===== config.mk =====
export PLATFORM = sky130hd
export DESIGN_NAME = page_free_list_allocator
export DESIGN_NICKNAME = d
export VERILOG_FILES = /design/src/pfla_pkg.sv /design/src/pfla_front.sv /design/src/pfla_fifo.sv /design/src/pfla_back.sv /design/src/page_free_list_allocator.sv
export SDC_FILE = /design/constraint.sdc
export NUM_CORES = 1
export LEC_CHECK = 0
export CORE_MARGIN = 3
export CORE_UTILIZATION = 50
export CTS_BUF_LIST = sky130_fd_sc_hd__clkbuf_8
export DETAILED_ROUTE_END_ITERATION = 10
export DONT_BUFFER_PORTS = 1
export PLACE_DENSITY = 0.63
export SYNTH_ARGS = -nofsm -noshare
export SYNTH_HDL_FRONTEND = slang
export SYNTH_SLANG_ARGS = --single-unit

===== constraint.sdc =====
create_clock -name i_clk -period 4.6 [get_ports i_clk]
set_input_delay 0.23 -clock i_clk [delete_from_list [all_inputs] [get_ports i_clk]]
set_output_delay 0.23 -clock i_clk [all_outputs]
set_load 0.01 [all_outputs]

===== src/pfla_pkg.sv =====
// ----------------------------------------------------------------------------
// pfla_pkg
// Shared types and constants for the page free-list allocator.
// ----------------------------------------------------------------------------
package pfla_pkg;

    localparam int PFLA_PAGE_COUNT  = 32;
    localparam int PFLA_PAGE_SHIFT  = 12;
    localparam int PFLA_QUEUE_DEPTH = 2;
    localparam int PFLA_FC_W        = 6;

    localparam logic CMD_ALLOC = 1'b0;
    localparam logic CMD_FREE  = 1'b1;

    typedef enum logic [2:0] {
        ST_OK       = 3'd0,
        ST_EMPTY    = 3'd1,
        ST_BAD_ADDR = 3'd2,
        ST_DOUBLE   = 3'd3,
        ST_NULL     = 3'd4
    } t_status;

    // request class decided by the front end
    typedef enum logic [1:0] {
        OP_ALLOC,
        OP_FREE,
        OP_NULL,
        OP_BAD
    } t_op;

    typedef enum logic [1:0] {
        BK_CLEAR,
        BK_IDLE,
        BK_EXEC
    } t_bk_state;

    typedef struct packed {
        logic        command;
        logic [31:0] page_address;
    } t_req;

    typedef struct packed {
        logic [2:0]           status;
        logic [31:0]          result_address;
        logic [PFLA_FC_W-1:0] free_count;
    } t_rsp;

endpackage


===== src/pfla_front.sv =====
// ----------------------------------------------------------------------------
// pfla_front
// Classifies a request word: allocate, free with page index, null free, or
// bad address (out of pool range or misaligned).
// ----------------------------------------------------------------------------
module pfla_front import pfla_pkg::*; #(
    parameter int PAGE_COUNT = PFLA_PAGE_COUNT,
    parameter int PAGE_SHIFT = PFLA_PAGE_SHIFT,
    localparam int IDX_W     = (PAGE_COUNT > 1) ? $clog2(PAGE_COUNT) : 1
) (
    input  t_req              i_req,
    input  logic [31:0]       i_pool_base,
    output t_op               o_op,
    output logic [IDX_W-1:0]  o_idx
);

    localparam logic [32:0] SPAN = 33'(PAGE_COUNT) << PAGE_SHIFT;

    logic [32:0] diff;
    logic        in_range;
    logic        aligned;

    // 33-bit difference: bit 32 set means address below the pool base
    assign diff     = {1'b0, i_req.page_address} - {1'b0, i_pool_base};
    assign in_range = !diff[32] && (diff < SPAN);
    assign aligned  = (diff[PAGE_SHIFT-1:0] == '0);

    always_comb begin
        o_idx = '0;
        if (i_req.command == CMD_ALLOC) begin
            o_op = OP_ALLOC;
        end else if (i_req.page_address == 32'd0) begin
            o_op = OP_NULL;
        end else if (!in_range || !aligned) begin
            o_op = OP_BAD;
        end else begin
            o_op  = OP_FREE;
            o_idx = diff[PAGE_SHIFT +: IDX_W];
        end
    end

endmodule


===== src/pfla_fifo.sv =====
// ----------------------------------------------------------------------------
// pfla_fifo
// Short queue between the front end and the stack engine.
// ----------------------------------------------------------------------------
module pfla_fifo import pfla_pkg::*; #(
    parameter int WIDTH = 8,
    parameter int DEPTH = PFLA_QUEUE_DEPTH
) (
    input  logic             i_clk,
    input  logic             i_rst_n,
    input  logic             i_push,
    input  logic [WIDTH-1:0] i_data,
    input  logic             i_pop,
    output logic [WIDTH-1:0] o_data,
    output logic             o_empty,
    output logic             o_full
);

    localparam int PTR_W = (DEPTH > 1) ? $clog2(DEPTH) : 1;
    localparam int CNT_W = $clog2(DEPTH + 1);

    logic [WIDTH-1:0] r_mem [DEPTH];
    logic [PTR_W-1:0] r_wr_ptr, n_wr_ptr;
    logic [PTR_W-1:0] r_rd_ptr, n_rd_ptr;
    logic [CNT_W-1:0] r_count, n_count;

    function automatic logic [PTR_W-1:0] ptr_inc(input logic [PTR_W-1:0] p);
        logic [PTR_W-1:0] r;
        r = (p == PTR_W'(DEPTH - 1)) ? '0 : p + 1'b1;
        return r;
    endfunction

    assign o_empty = (r_count == '0);
    assign o_full  = (r_count == CNT_W'(DEPTH));
    assign o_data  = r_mem[r_rd_ptr];

    always_comb begin
        n_wr_ptr = i_push ? ptr_inc(r_wr_ptr) : r_wr_ptr;
        n_rd_ptr = i_pop  ? ptr_inc(r_rd_ptr) : r_rd_ptr;
        n_count  = r_count + CNT_W'(i_push) - CNT_W'(i_pop);
    end

    always_ff @(posedge i_clk) begin
        if (!i_rst_n) begin
            r_wr_ptr <= '0;
            r_rd_ptr <= '0;
            r_count  <= '0;
        end else begin
            r_wr_ptr <= n_wr_ptr;
            r_rd_ptr <= n_rd_ptr;
            r_count  <= n_count;
        end
    end

    always_ff @(posedge i_clk) begin
        if (i_push) begin
            r_mem[r_wr_ptr] <= i_data;
        end
    end

    a_no_overflow: assert property (@(posedge i_clk) disable iff (!i_rst_n)
        !(i_push && o_full && !i_pop)) else $error("queue overflow");
    a_no_underflow: assert property (@(posedge i_clk) disable iff (!i_rst_n)
        !(i_pop && o_empty)) else $error("queue underflow");

endmodule


===== src/pfla_back.sv =====
// ----------------------------------------------------------------------------
// pfla_back
// Stack engine: holds the free-page stack and the per-page free map, runs
// one queued request at a time and produces its result word.
// ----------------------------------------------------------------------------
module pfla_back import pfla_pkg::*; #(
    parameter int PAGE_COUNT = PFLA_PAGE_COUNT,
    parameter int PAGE_SHIFT = PFLA_PAGE_SHIFT,
    localparam int IDX_W     = (PAGE_COUNT > 1) ? $clog2(PAGE_COUNT) : 1,
    localparam int TOP_W     = $clog2(PAGE_COUNT + 1)
) (
    input  logic             i_clk,
    input  logic             i_rst_n,
    input  logic [31:0]      i_pool_base,
    input  logic             i_q_valid,
    input  t_op              i_q_op,
    input  logic [IDX_W-1:0] i_q_idx,
    output logic             o_q_pop,
    output logic             o_ready,
    output logic             o_done,
    output t_rsp             o_rsp
);

    // memories
    logic [IDX_W-1:0] r_stack    [PAGE_COUNT];
    logic             r_free_map [PAGE_COUNT];

    t_bk_state        r_state, n_state;
    logic [TOP_W-1:0] r_top, n_top;
    logic [TOP_W-1:0] r_low, n_low;     // lowest stack top seen since reset
    logic [IDX_W-1:0] r_clr, n_clr;
    logic             r_done, n_done;
    t_rsp             r_rsp, n_rsp;

    // request in flight
    t_op              r_op;
    logic [IDX_W-1:0] r_idx;
    logic [IDX_W-1:0] r_stk_ra;
    logic             r_stk_fresh;
    logic [IDX_W-1:0] r_stk_rd;
    logic             r_free_rd;

    logic [TOP_W-1:0] top_m1;
    logic [IDX_W-1:0] stk_ra;
    logic             stk_we;
    logic [IDX_W-1:0] stk_wa;
    logic             free_we;
    logic [IDX_W-1:0] free_wa;
    logic             free_wd;
    logic [IDX_W-1:0] pop_idx;

    assign top_m1  = r_top - 1'b1;
    assign stk_ra  = top_m1[IDX_W-1:0];
    // slots below the low mark were never pushed, so their own index is used as the page
    assign pop_idx = r_stk_fresh ? r_stk_ra : r_stk_rd;
    assign o_q_pop = (r_state == BK_IDLE) && i_q_valid;
    assign o_ready = (r_state != BK_CLEAR);
    assign o_done  = r_done;
    assign o_rsp   = r_rsp;

    always_comb begin
        n_state = r_state;
        n_top   = r_top;
        n_low   = r_low;
        n_clr   = r_clr;
        n_done  = 1'b0;
        n_rsp   = r_rsp;
        stk_we  = 1'b0;
        stk_wa  = r_top[IDX_W-1:0];
        free_we = 1'b0;
        free_wa = r_clr;
        free_wd = 1'b1;
        case (r_state)
            BK_CLEAR: begin
                free_we = 1'b1;
                n_clr   = r_clr + 1'b1;
                if (r_clr == IDX_W'(PAGE_COUNT - 1)) begin
                    n_state = BK_IDLE;
                end
            end
            BK_IDLE: begin
                if (i_q_valid) begin
                    n_state = BK_EXEC;
                end
            end
            BK_EXEC: begin
                n_state              = BK_IDLE;
                n_done               = 1'b1;
                n_rsp.result_address = 32'd0;
                n_rsp.status         = ST_OK;
                case (r_op)
                    OP_ALLOC: begin
                        if (r_top == '0) begin
                            n_rsp.status = ST_EMPTY;
                        end else begin
                            n_top   = top_m1;
                            free_we = 1'b1;
                            free_wa = pop_idx;
                            free_wd = 1'b0;
                            n_rsp.result_address = i_pool_base
                                + (32'(pop_idx) << PAGE_SHIFT);
                            if (top_m1 < r_low) begin
                                n_low = top_m1;
                            end
                        end
                    end
                    OP_FREE: begin
                        if (r_free_rd) begin
                            n_rsp.status = ST_DOUBLE;
                        end else begin
                            if (r_top < TOP_W'(PAGE_COUNT)) begin
                                stk_we = 1'b1;
                                n_top  = r_top + 1'b1;
                            end
                            free_we = 1'b1;
                            free_wa = r_idx;
                            free_wd = 1'b1;
                        end
                    end
                    OP_NULL: n_rsp.status = ST_NULL;
                    OP_BAD:  n_rsp.status = ST_BAD_ADDR;
                    default: n_rsp.status = ST_BAD_ADDR;
                endcase
                n_rsp.free_count = PFLA_FC_W'(n_top);
            end
            default: n_state = BK_IDLE;
        endcase
    end

    always_ff @(posedge i_clk) begin
        if (!i_rst_n) begin
            r_state <= BK_CLEAR;
            r_top   <= TOP_W'(PAGE_COUNT);
            r_low   <= TOP_W'(PAGE_COUNT);
            r_clr   <= '0;
            r_done  <= 1'b0;
        end else begin
            r_state <= n_state;
            r_top   <= n_top;
            r_low   <= n_low;
            r_clr   <= n_clr;
            r_done  <= n_done;
        end
    end

    always_ff @(posedge i_clk) begin
        r_rsp <= n_rsp;
        if (o_q_pop) begin
            r_op        <= i_q_op;
            r_idx       <= i_q_idx;
            r_stk_ra    <= stk_ra;
            r_stk_fresh <= (top_m1 < r_low);
        end
    end

    always_ff @(posedge i_clk) begin
        if (stk_we) begin
            r_stack[stk_wa] <= r_idx;
        end
        if (o_q_pop) begin
            r_stk_rd <= r_stack[stk_ra];
        end
    end

    always_ff @(posedge i_clk) begin
        if (free_we) begin
            r_free_map[free_wa] <= free_wd;
        end
        if (o_q_pop) begin
            r_free_rd <= r_free_map[i_q_idx];
        end
    end

    a_top_range: assert property (@(posedge i_clk) disable iff (!i_rst_n)
        r_top <= TOP_W'(PAGE_COUNT)) else $error("stack top beyond pool");
    a_low_mark: assert property (@(posedge i_clk) disable iff (!i_rst_n)
        r_low <= r_top) else $error("low mark above stack top");
    a_pop_exec: assert property (@(posedge i_clk) disable iff (!i_rst_n)
        o_q_pop |=> (r_state == BK_EXEC)) else $error("dequeue without execute");
    a_done_src: assert property (@(posedge i_clk) disable iff (!i_rst_n)
        o_done |-> $past(r_state == BK_EXEC)) else $error("stray result strobe");

endmodule


===== src/page_free_list_allocator.sv =====
// ----------------------------------------------------------------------------
// page_free_list_allocator
// LIFO page allocator over a fixed pool of frames; allocates and frees pages
// by byte address and reports a status and the free count for each request.
//
//   channel   ports                          handshake
//   request   i_req                          start, busy
//   result    o_rsp                          o_done (one-cycle strobe)
//   config    i_cfg_data (pool_base)         i_cfg_we
//
// A request is classified on entry and queued; the stack engine takes one
// queued request at a time (memory read in the idle state, then update in
// the execute state) and finishes it before taking the next. The result
// word and o_done are registered from the execute state. After reset a
// clearing pass marks every page free in the free map while busy is high.
// busy is also high while the queue is full; results cannot be stalled.
// ----------------------------------------------------------------------------
module page_free_list_allocator import pfla_pkg::*; #(
    parameter int PAGE_COUNT = PFLA_PAGE_COUNT,
    parameter int PAGE_SHIFT = PFLA_PAGE_SHIFT
) (
    input  logic        i_clk,
    input  logic        i_rst_n,
    input  logic        start,
    output logic        busy,
    input  t_req        i_req,
    output logic        o_done,
    output t_rsp        o_rsp,
    input  logic        i_cfg_we,
    input  logic [31:0] i_cfg_data
);

    localparam int IDX_W = (PAGE_COUNT > 1) ? $clog2(PAGE_COUNT) : 1;
    localparam int Q_W   = $bits(t_op) + IDX_W;

    logic [31:0]      r_pool_base;
    t_op              f_op;
    logic [IDX_W-1:0] f_idx;
    logic             q_push;
    logic             q_pop;
    logic [Q_W-1:0]   q_data;
    logic             q_empty;
    logic             q_full;
    logic             bk_ready;

    always_ff @(posedge i_clk) begin
        if (!i_rst_n) begin
            r_pool_base <= 32'd0;
        end else if (i_cfg_we) begin
            r_pool_base <= i_cfg_data;
        end
    end

    assign busy   = q_full || !bk_ready;
    assign q_push = start && !busy;

    pfla_front #(
        .PAGE_COUNT (PAGE_COUNT),
        .PAGE_SHIFT (PAGE_SHIFT)
    ) u_front (
        .i_req       (i_req),
        .i_pool_base (r_pool_base),
        .o_op        (f_op),
        .o_idx       (f_idx)
    );

    pfla_fifo #(
        .WIDTH (Q_W),
        .DEPTH (PFLA_QUEUE_DEPTH)
    ) u_fifo (
        .i_clk   (i_clk),
        .i_rst_n (i_rst_n),
        .i_push  (q_push),
        .i_data  ({f_op, f_idx}),
        .i_pop   (q_pop),
        .o_data  (q_data),
        .o_empty (q_empty),
        .o_full  (q_full)
    );

    pfla_back #(
        .PAGE_COUNT (PAGE_COUNT),
        .PAGE_SHIFT (PAGE_SHIFT)
    ) u_back (
        .i_clk       (i_clk),
        .i_rst_n     (i_rst_n),
        .i_pool_base (r_pool_base),
        .i_q_valid   (!q_empty),
        .i_q_op      (t_op'(q_data[Q_W-1 -: $bits(t_op)])),
        .i_q_idx     (q_data[IDX_W-1:0]),
        .o_q_pop     (q_pop),
        .o_ready     (bk_ready),
        .o_done      (o_done),
        .o_rsp       (o_rsp)
    );

endmodule

==> results of run 1 <==
## synthesized netlist by cell type (all sizes together), types with 14 or more instances
master,count,area [um2]
edfxtp,266,7990
nor2,118,443
nand2,78,300
inv,65,244
dfxtp,57,1140
mux2i,55,554
nor2b,55,344
mux4,52,1170
ha,50,626
a21oi,46,230
o21ai,43,215
clkbuf,39,148
xnor2,34,298
nor3,23,115
nand3,18,90.1
nor4,18,113
and2,16,100
mux2,16,180
a21o,14,108
## area by class of cell
class	count	area share
clock inverters	43	0.0137
repair buffers	84	0.0458
well taps	396	0.0276
multi-input cells	796	0.346
clock buffers	57	0.0438
diodes	1	0.000140
flip-flops and latches	323	0.509
inverters	65	0.0136
## worst max-delay path by stage
stage | depth (start not counted) | endpoint | slack, ps
after floorplan | 16 | u_back.r_low[2]$_SDFFE_PN0P_ | 480
after global routing | 11 | u_fifo.r_mem[0][3]$_DFFE_PP_ | 780
after global placement | 14 | u_back.r_low[2]$_SDFFE_PN0P_ | 1100
after detailed placement | 14 | u_back.r_low[0]$_SDFFE_PN0P_ | 1050
final | 14 | u_back.r_low[2]$_SDFFE_PN0P_ | 1030
after CTS | 14 | u_back.r_low[2]$_SDFFE_PN0P_ | 1050
## power by group
group	internal [W]	leakage (nW)	switching, W
sequential	0.00314	3.40	0.0000159
combinational	0.000230	2.83	0.000283
clock	0.00126	0.594	0.00114
## registers in the layout (all words and copies together) (netlist names), named ones only
name / count
u_back.r_free_map: 32
u_back.r_low: 6
u_fifo.r_count: 2
u_back.r_stk_rd: 5
u_fifo.r_wr_ptr: 1
u_back.o_done: 1
u_fifo.r_rd_ptr: 1
u_back.r_op: 2
u_back.r_free_rd: 1
u_back.r_state: 2
u_back.o_rsp: 41
u_back.r_stack: 160
u_fifo.r_mem: 14
u_back.r_clr: 5
r_pool_base: 32
u_back.r_stk_fresh: 1
u_back.r_stk_ra: 5
u_back.r_top: 6
u_back.r_idx: 5
## worst reg2reg max path, stage by stage, from the launching register on
cell and delay (ps):
dfxtp_1 460, inv_1 140, ha_1 330, buf_4 300, inv_1 160, ha_1 290
a21boi_0 130, o21a_1 230, o21a_1 160, o21ai_0 190, nand2b_1 80, a21oi_1 260
and3_1 470, mux2i_1 230, nor2b_1 60
## logic make-up after synthesis
group,synth area share
AND/OR/NAND/NOR,0.127
flip-flops,0.580
AO/OA/AOI/OAI,0.0805
multiplexers,0.121
buffers and inverters,0.0275
adder cells (fa/ha/maj),0.0423
XOR/XNOR,0.0222
## per-stage QoR
step | worst slack (ps) | hold slack (ps) | util
3_5_place_dp | 1050 | 311 | 0.525
5_1_grt | 777 | 88.4 | 0.581
2_1_floorplan | 481 | 399 | -
6_report | 1030 | 104 | 0.581
4_1_cts | 1050 | 68.3 | 0.581
3_3_place_gp | 1100 | 310 | 0.525
## layer usage
layer / vias up / routed length (um) / track usage
met5: - / 0 / 0
met4: 0 / 752 / 0.0628
met3: 52 / 2550 / 0.0423
met2: 336 / 17500 / 0.349
met1: 5083 / 17500 / 0.339
li1: 4822 / - / -
==> qor.yml, run 1 <==
h-tree-depth: 2
period_share: 0.776
ff2ff_path_depth: 14
finClkSkew_ps: 35.8
r2r-start: "u_back.r_top[1]$_SDFFE_PN0P_"
wl_per_cell_um: 21.7
dp_hpwl_um: 25900
grt_pass1_vias: 10200
worst-path-buf-inv: 3
grt_pass1_wl_um: 59200
fin_cells: 1765
std_cell_rows: 64
final_area_mm2: 0.0179
drive_above_1_share: 0.129
grt_overflow_total: 0
grt_usage: 0.228
yosysSeqAreaShare: 0.580
crit_slowest_cell: "and3_1"
fin_nets: 1445
synth_cell_types: 68
p_per_area_mw_per_mm2: 339
dpl_cell_area_mm2: 0.0162
cts.reportedPaths.clkPinSlew_ps: 70
critical_path_class: "flip-flop to flip-flop"
root_buffer: "clkbuf_8"
layout_commonest_cell: "edfxtp_1"
clk_path_buf_depth: 3
ant_nets: 0
via_per_inst: 5.83
syn-num-nets: 1354
first_iter_violations: 848
synth.avg_cell_area_um2: 12.8
slew_headroom: 0.249
post_cts_buffers: 0
die_w_um: 183
synth_area_mm2: 0.0158
path_max_fanout: 19
drv_slew: 0
rsz0062_at_grt: "false"
core-area_mm2: 0.0308
power_w: 0.00608
multi_input_area_mm2: 0.00620
ir_drop_v: 0.000237
insertion_delay_ps: 600
cts_resized: 0
setup_tns_ps: 0
postSynth.asyncResetShare: 0
ff_latch_area_mm2: 0.00913
worstSetupStartpoint: "u_back.r_top[1]$_SDFFE_PN0P_"
cts_tree: "built"
areaGrowthSynthToFinish_pct: 13.8
synth_warnings: 0
synth_ff_type: "edfxtp_1"
hold_viol: 0
io_buffers: 0
maxCapViolCount: 0
grt_max_degree: 58
cp-start-kind: "flip-flop"
num_vias: 10300
firstDrtPassIters: 7
ys_ff_latch: 323
timing.fmax_mhz: 280
worst_pin_slew_ps: 1130
drc: 0
hold_start: "start"
hold_buffers: 69
cp.arrival_ps: 4040
cpPeakStageDelay_ps: 470
numCtsBuffers: 54
outcome: "finished, final reports clean"
period_needed_ps: 3570
antenna_found_initial: 1
chipHeight_um: 183
synth_edf_count: 266
hp-class: "input pin to flip-flop"
cts_sinks: 323
final_cell_mix: "edfxtp_1 (266), nor2_1 (118), inv_1 (83)"
place_congestion: 0.927
p_leak_nw: 6.82
worstReg2RegEnd: "u_back.r_low[2]$_SDFFE_PN0P_"
finalSetupViolCount: 0
io_pins: 112
placed_cells: 1595
synthCells: 1233
r2r_slack_ps: 1030
dieArea_mm2: 0.0337
cp_top_family: "compound AO/OA/AOI/OAI gates"
initial_utilization: 0.511
hold_depth: 1
min_to: "u_fifo.r_mem[1][2]$_DFFE_PP_"
wl_um: 38300
fillers: 2485
required_ps: 5070
endpoint_kind: "flip-flop"
crit_chain: "inv_1 -> ha_1 -> buf_4 -> inv_1 -> ha_1 -> a21boi_0 -> o21a_1 -> o21a_1 -> o21ai_0 -> nand2b_1 -> a21oi_1 -> and3_1 -> mux2i_1 -> nor2b_1"
Power figures use the tool's default switching activity.
==> run 2: changes to the inputs <==
--- a/config.mk
+++ b/config.mk
@@ -10,7 +10,7 @@
 export CTS_BUF_LIST = sky130_fd_sc_hd__clkbuf_8
 export DETAILED_ROUTE_END_ITERATION = 10
 export DONT_BUFFER_PORTS = 1
-export PLACE_DENSITY = 0.63
+export PLACE_DENSITY = 0.66
 export SYNTH_ARGS = -nofsm -noshare
 export SYNTH_HDL_FRONTEND = slang
 export SYNTH_SLANG_ARGS = --single-unit
==> constraint.sdc (replaced) <==
create_clock -name i_clk -period 2.86 [get_ports i_clk]
set_input_delay 0.143 -clock i_clk [delete_from_list [all_inputs] [get_ports i_clk]]
set_output_delay 0.143 -clock i_clk [all_outputs]
set_load 0.01 [all_outputs]
==> run 2 against run 1 <==
Net effect: register-to-register slack worse by 1300 ps; die area unchanged; critical path type unchanged; critical path depth down 1; worst hold slack better by 37 ps; clock power up 54%; highest routed layer unchanged; sequential share of layout area down 3.6 points; via count up 4.0%; combinational power up 120%; first-iteration DRC count down 17%; the run now ends with negative setup slack left; count of clock-buffer cells in the layout down 2.
==> qor.yml, run 2 (synthesized netlist as in run 1, its figures left out) <==
dp_hpwl_um: 26700
layout_setup_ws_ps: -256
critPathCapture: "u_fifo.r_mem[1][6]$_DFFE_PP_"
critical_path_class: "flip-flop to flip-flop"
p_per_area_mw_per_mm2: 512
io_buffers: 0
ir_drop_v: 0.000536
cp-start-kind: "flip-flop"
required_ps: 3230
chipHeight_um: 183
period_share: 1.09
p_switching_w: 0.00240
grt_pass1_wl_um: 59700
placed_cells: 1724
fin_nets: 1583
finalSetupViolCount: 12
period_needed_ps: 3120
ff2ff_path_depth: 13
final_cell_mix: "edfxtp_1 (266), buf_4 (145), nor2_1 (116)"
seqPwrFrac: 0.513
n_antenna_cell: 0
ant_nets: 0
hold_viol: 0
place_congestion: 0.914
cp.arrival_ps: 3490
violations: "negative setup slack"
clk_path_buf_depth: 3
hp-class: "input pin to flip-flop"
maxCapViolCount: 0
areaGrowthSynthToFinish_pct: 22.6
worstReg2RegEnd: "u_fifo.r_mem[1][6]$_DFFE_PP_"
power_w: 0.00989
dieArea_mm2: 0.0337
via_per_inst: 5.65
switching_share: 0.243
p_leak_nw: 7.55
slew_headroom: 0.542
outcome: "finished, violations left"
ff_latch_area_mm2: 0.00914
grt_max_degree: 58
grt_usage: 0.229
rsz0062_at_grt: "true"
cts_sinks: 323
endpoint_kind: "flip-flop"
grt_overflow_total: 0
p_clk_frac: 0.374
comb_power_share: 0.113
root_buffer: "clkbuf_8"
largest_reg_flops: 160
path_max_fanout: 6
place_worst_setup_slack_ps: -431
wl_per_cell_um: 20.5
num_vias: 10700
cts_tree: "built"
grt_pass1_vias: 10900
core-area_mm2: 0.0308
first_iter_violations: 704
initial_utilization: 0.511
wl_um: 38900
p_int_w: 0.00749
numCtsBuffers: 53
layout_commonest_cell: "edfxtp_1"
timing.fmax_mhz: 321
h-tree-depth: 2
drc: 0
regMostFlops: "u_back.r_stack"
multi_input_area_mm2: 0.00657
cts.reportedPaths.clkPinSlew_ps: 60
std_cell_rows: 64
r2r_slack_ps: -260
drive_above_1_share: 0.240
fin_cells: 1895
worst_pin_slew_ps: 686
antenna_found_initial: 0
insertion_delay_ps: 630
r2r-start: "r_pool_base[0]$_SDFFE_PN0P_"
drv_slew: 0
die_w_um: 183
fillers: 2415
io_pins: 112
finClkSkew_ps: 35.9
setup_tns_ps: -2370
firstDrtPassIters: 6
worstSetupStartpoint: "r_pool_base[0]$_SDFFE_PN0P_"
==> run 2: layout make-up <==
type / instances / area share
clock buffer: 55 / 0.0392
multi-input combinational: 796 / 0.340
inverter: 65 / 0.0131
sequential: 323 / 0.473
tap: 396 / 0.0257
clock inverter: 37 / 0.0106
timing repair buffer: 223 / 0.0980
==> run 2: metal layers <==
layer  wire length, um  GRT usage
met1             16900      0.306
met2             18900      0.387
met3              2170     0.0376
met4               909     0.0713
met5                 0          0
==> run 2: worst min path at each step <==
| stage | from | end | cells past startpoint |
|---|---|---|---|
| after floorplan | i_cfg_data[0] | r_pool_base[0]$_SDFFE_PN0P_ | 2 |
| after global placement | i_rst_n | u_back.r_top[5]$_SDFFE_PN1P_ | 1 |
| final | i_req[16] | u_fifo.r_mem[0][4]$_DFFE_PP_ | 5 |
| after CTS | i_req[14] | u_fifo.r_mem[0][2]$_DFFE_PP_ | 5 |
| after global routing | i_req[16] | u_fifo.r_mem[0][4]$_DFFE_PP_ | 5 |
| after detailed placement | i_rst_n | u_back.r_top[5]$_SDFFE_PN1P_ | 1 |
==> run 2: per-stage QoR <==
step	cell area, um2	util	hold slack (ps)
final	19300	0.626	141
after global routing	19300	0.626	148
after CTS	19100	0.620	90.1
after detailed placement	17300	0.562	223
after global placement	17300	0.562	218
after floorplan	16000	-	312
==> run 2: worst max-delay path, cell delays in order, from the launching register on <==
cell and delay (ps):
dfxtp_2 340, ha_4 140, inv_2 40, fa_2 360
a21o_1 220, a221oi_4 300, or4_4 190, nand2_4 70
o311a_1 340, nand2b_4 150, mux2i_1 160, nand4b_1 130
buf_6 170, o31a_1 250
==> run 2: timing repair <==
action,CTS,global route
endpoints found under the hold margin,85,0
resized for setup,16,38
setup buffers,1,4
hold buffers,74,0
pin swaps,0,7
setup endpoints to repair,14,41
==> run 2: power groups by stage <==
stage	combinational [W]	sequential, W	clock (W)
2_1_floorplan	0.000595	0.00517	0
3_3_place_gp	0.000926	0.00517	0
3_5_place_dp	0.000926	0.00517	0
4_1_cts	0.00107	0.00507	0.00379
5_1_grt	0.00121	0.00508	0.00399
6_report	0.00112	0.00508	0.00370
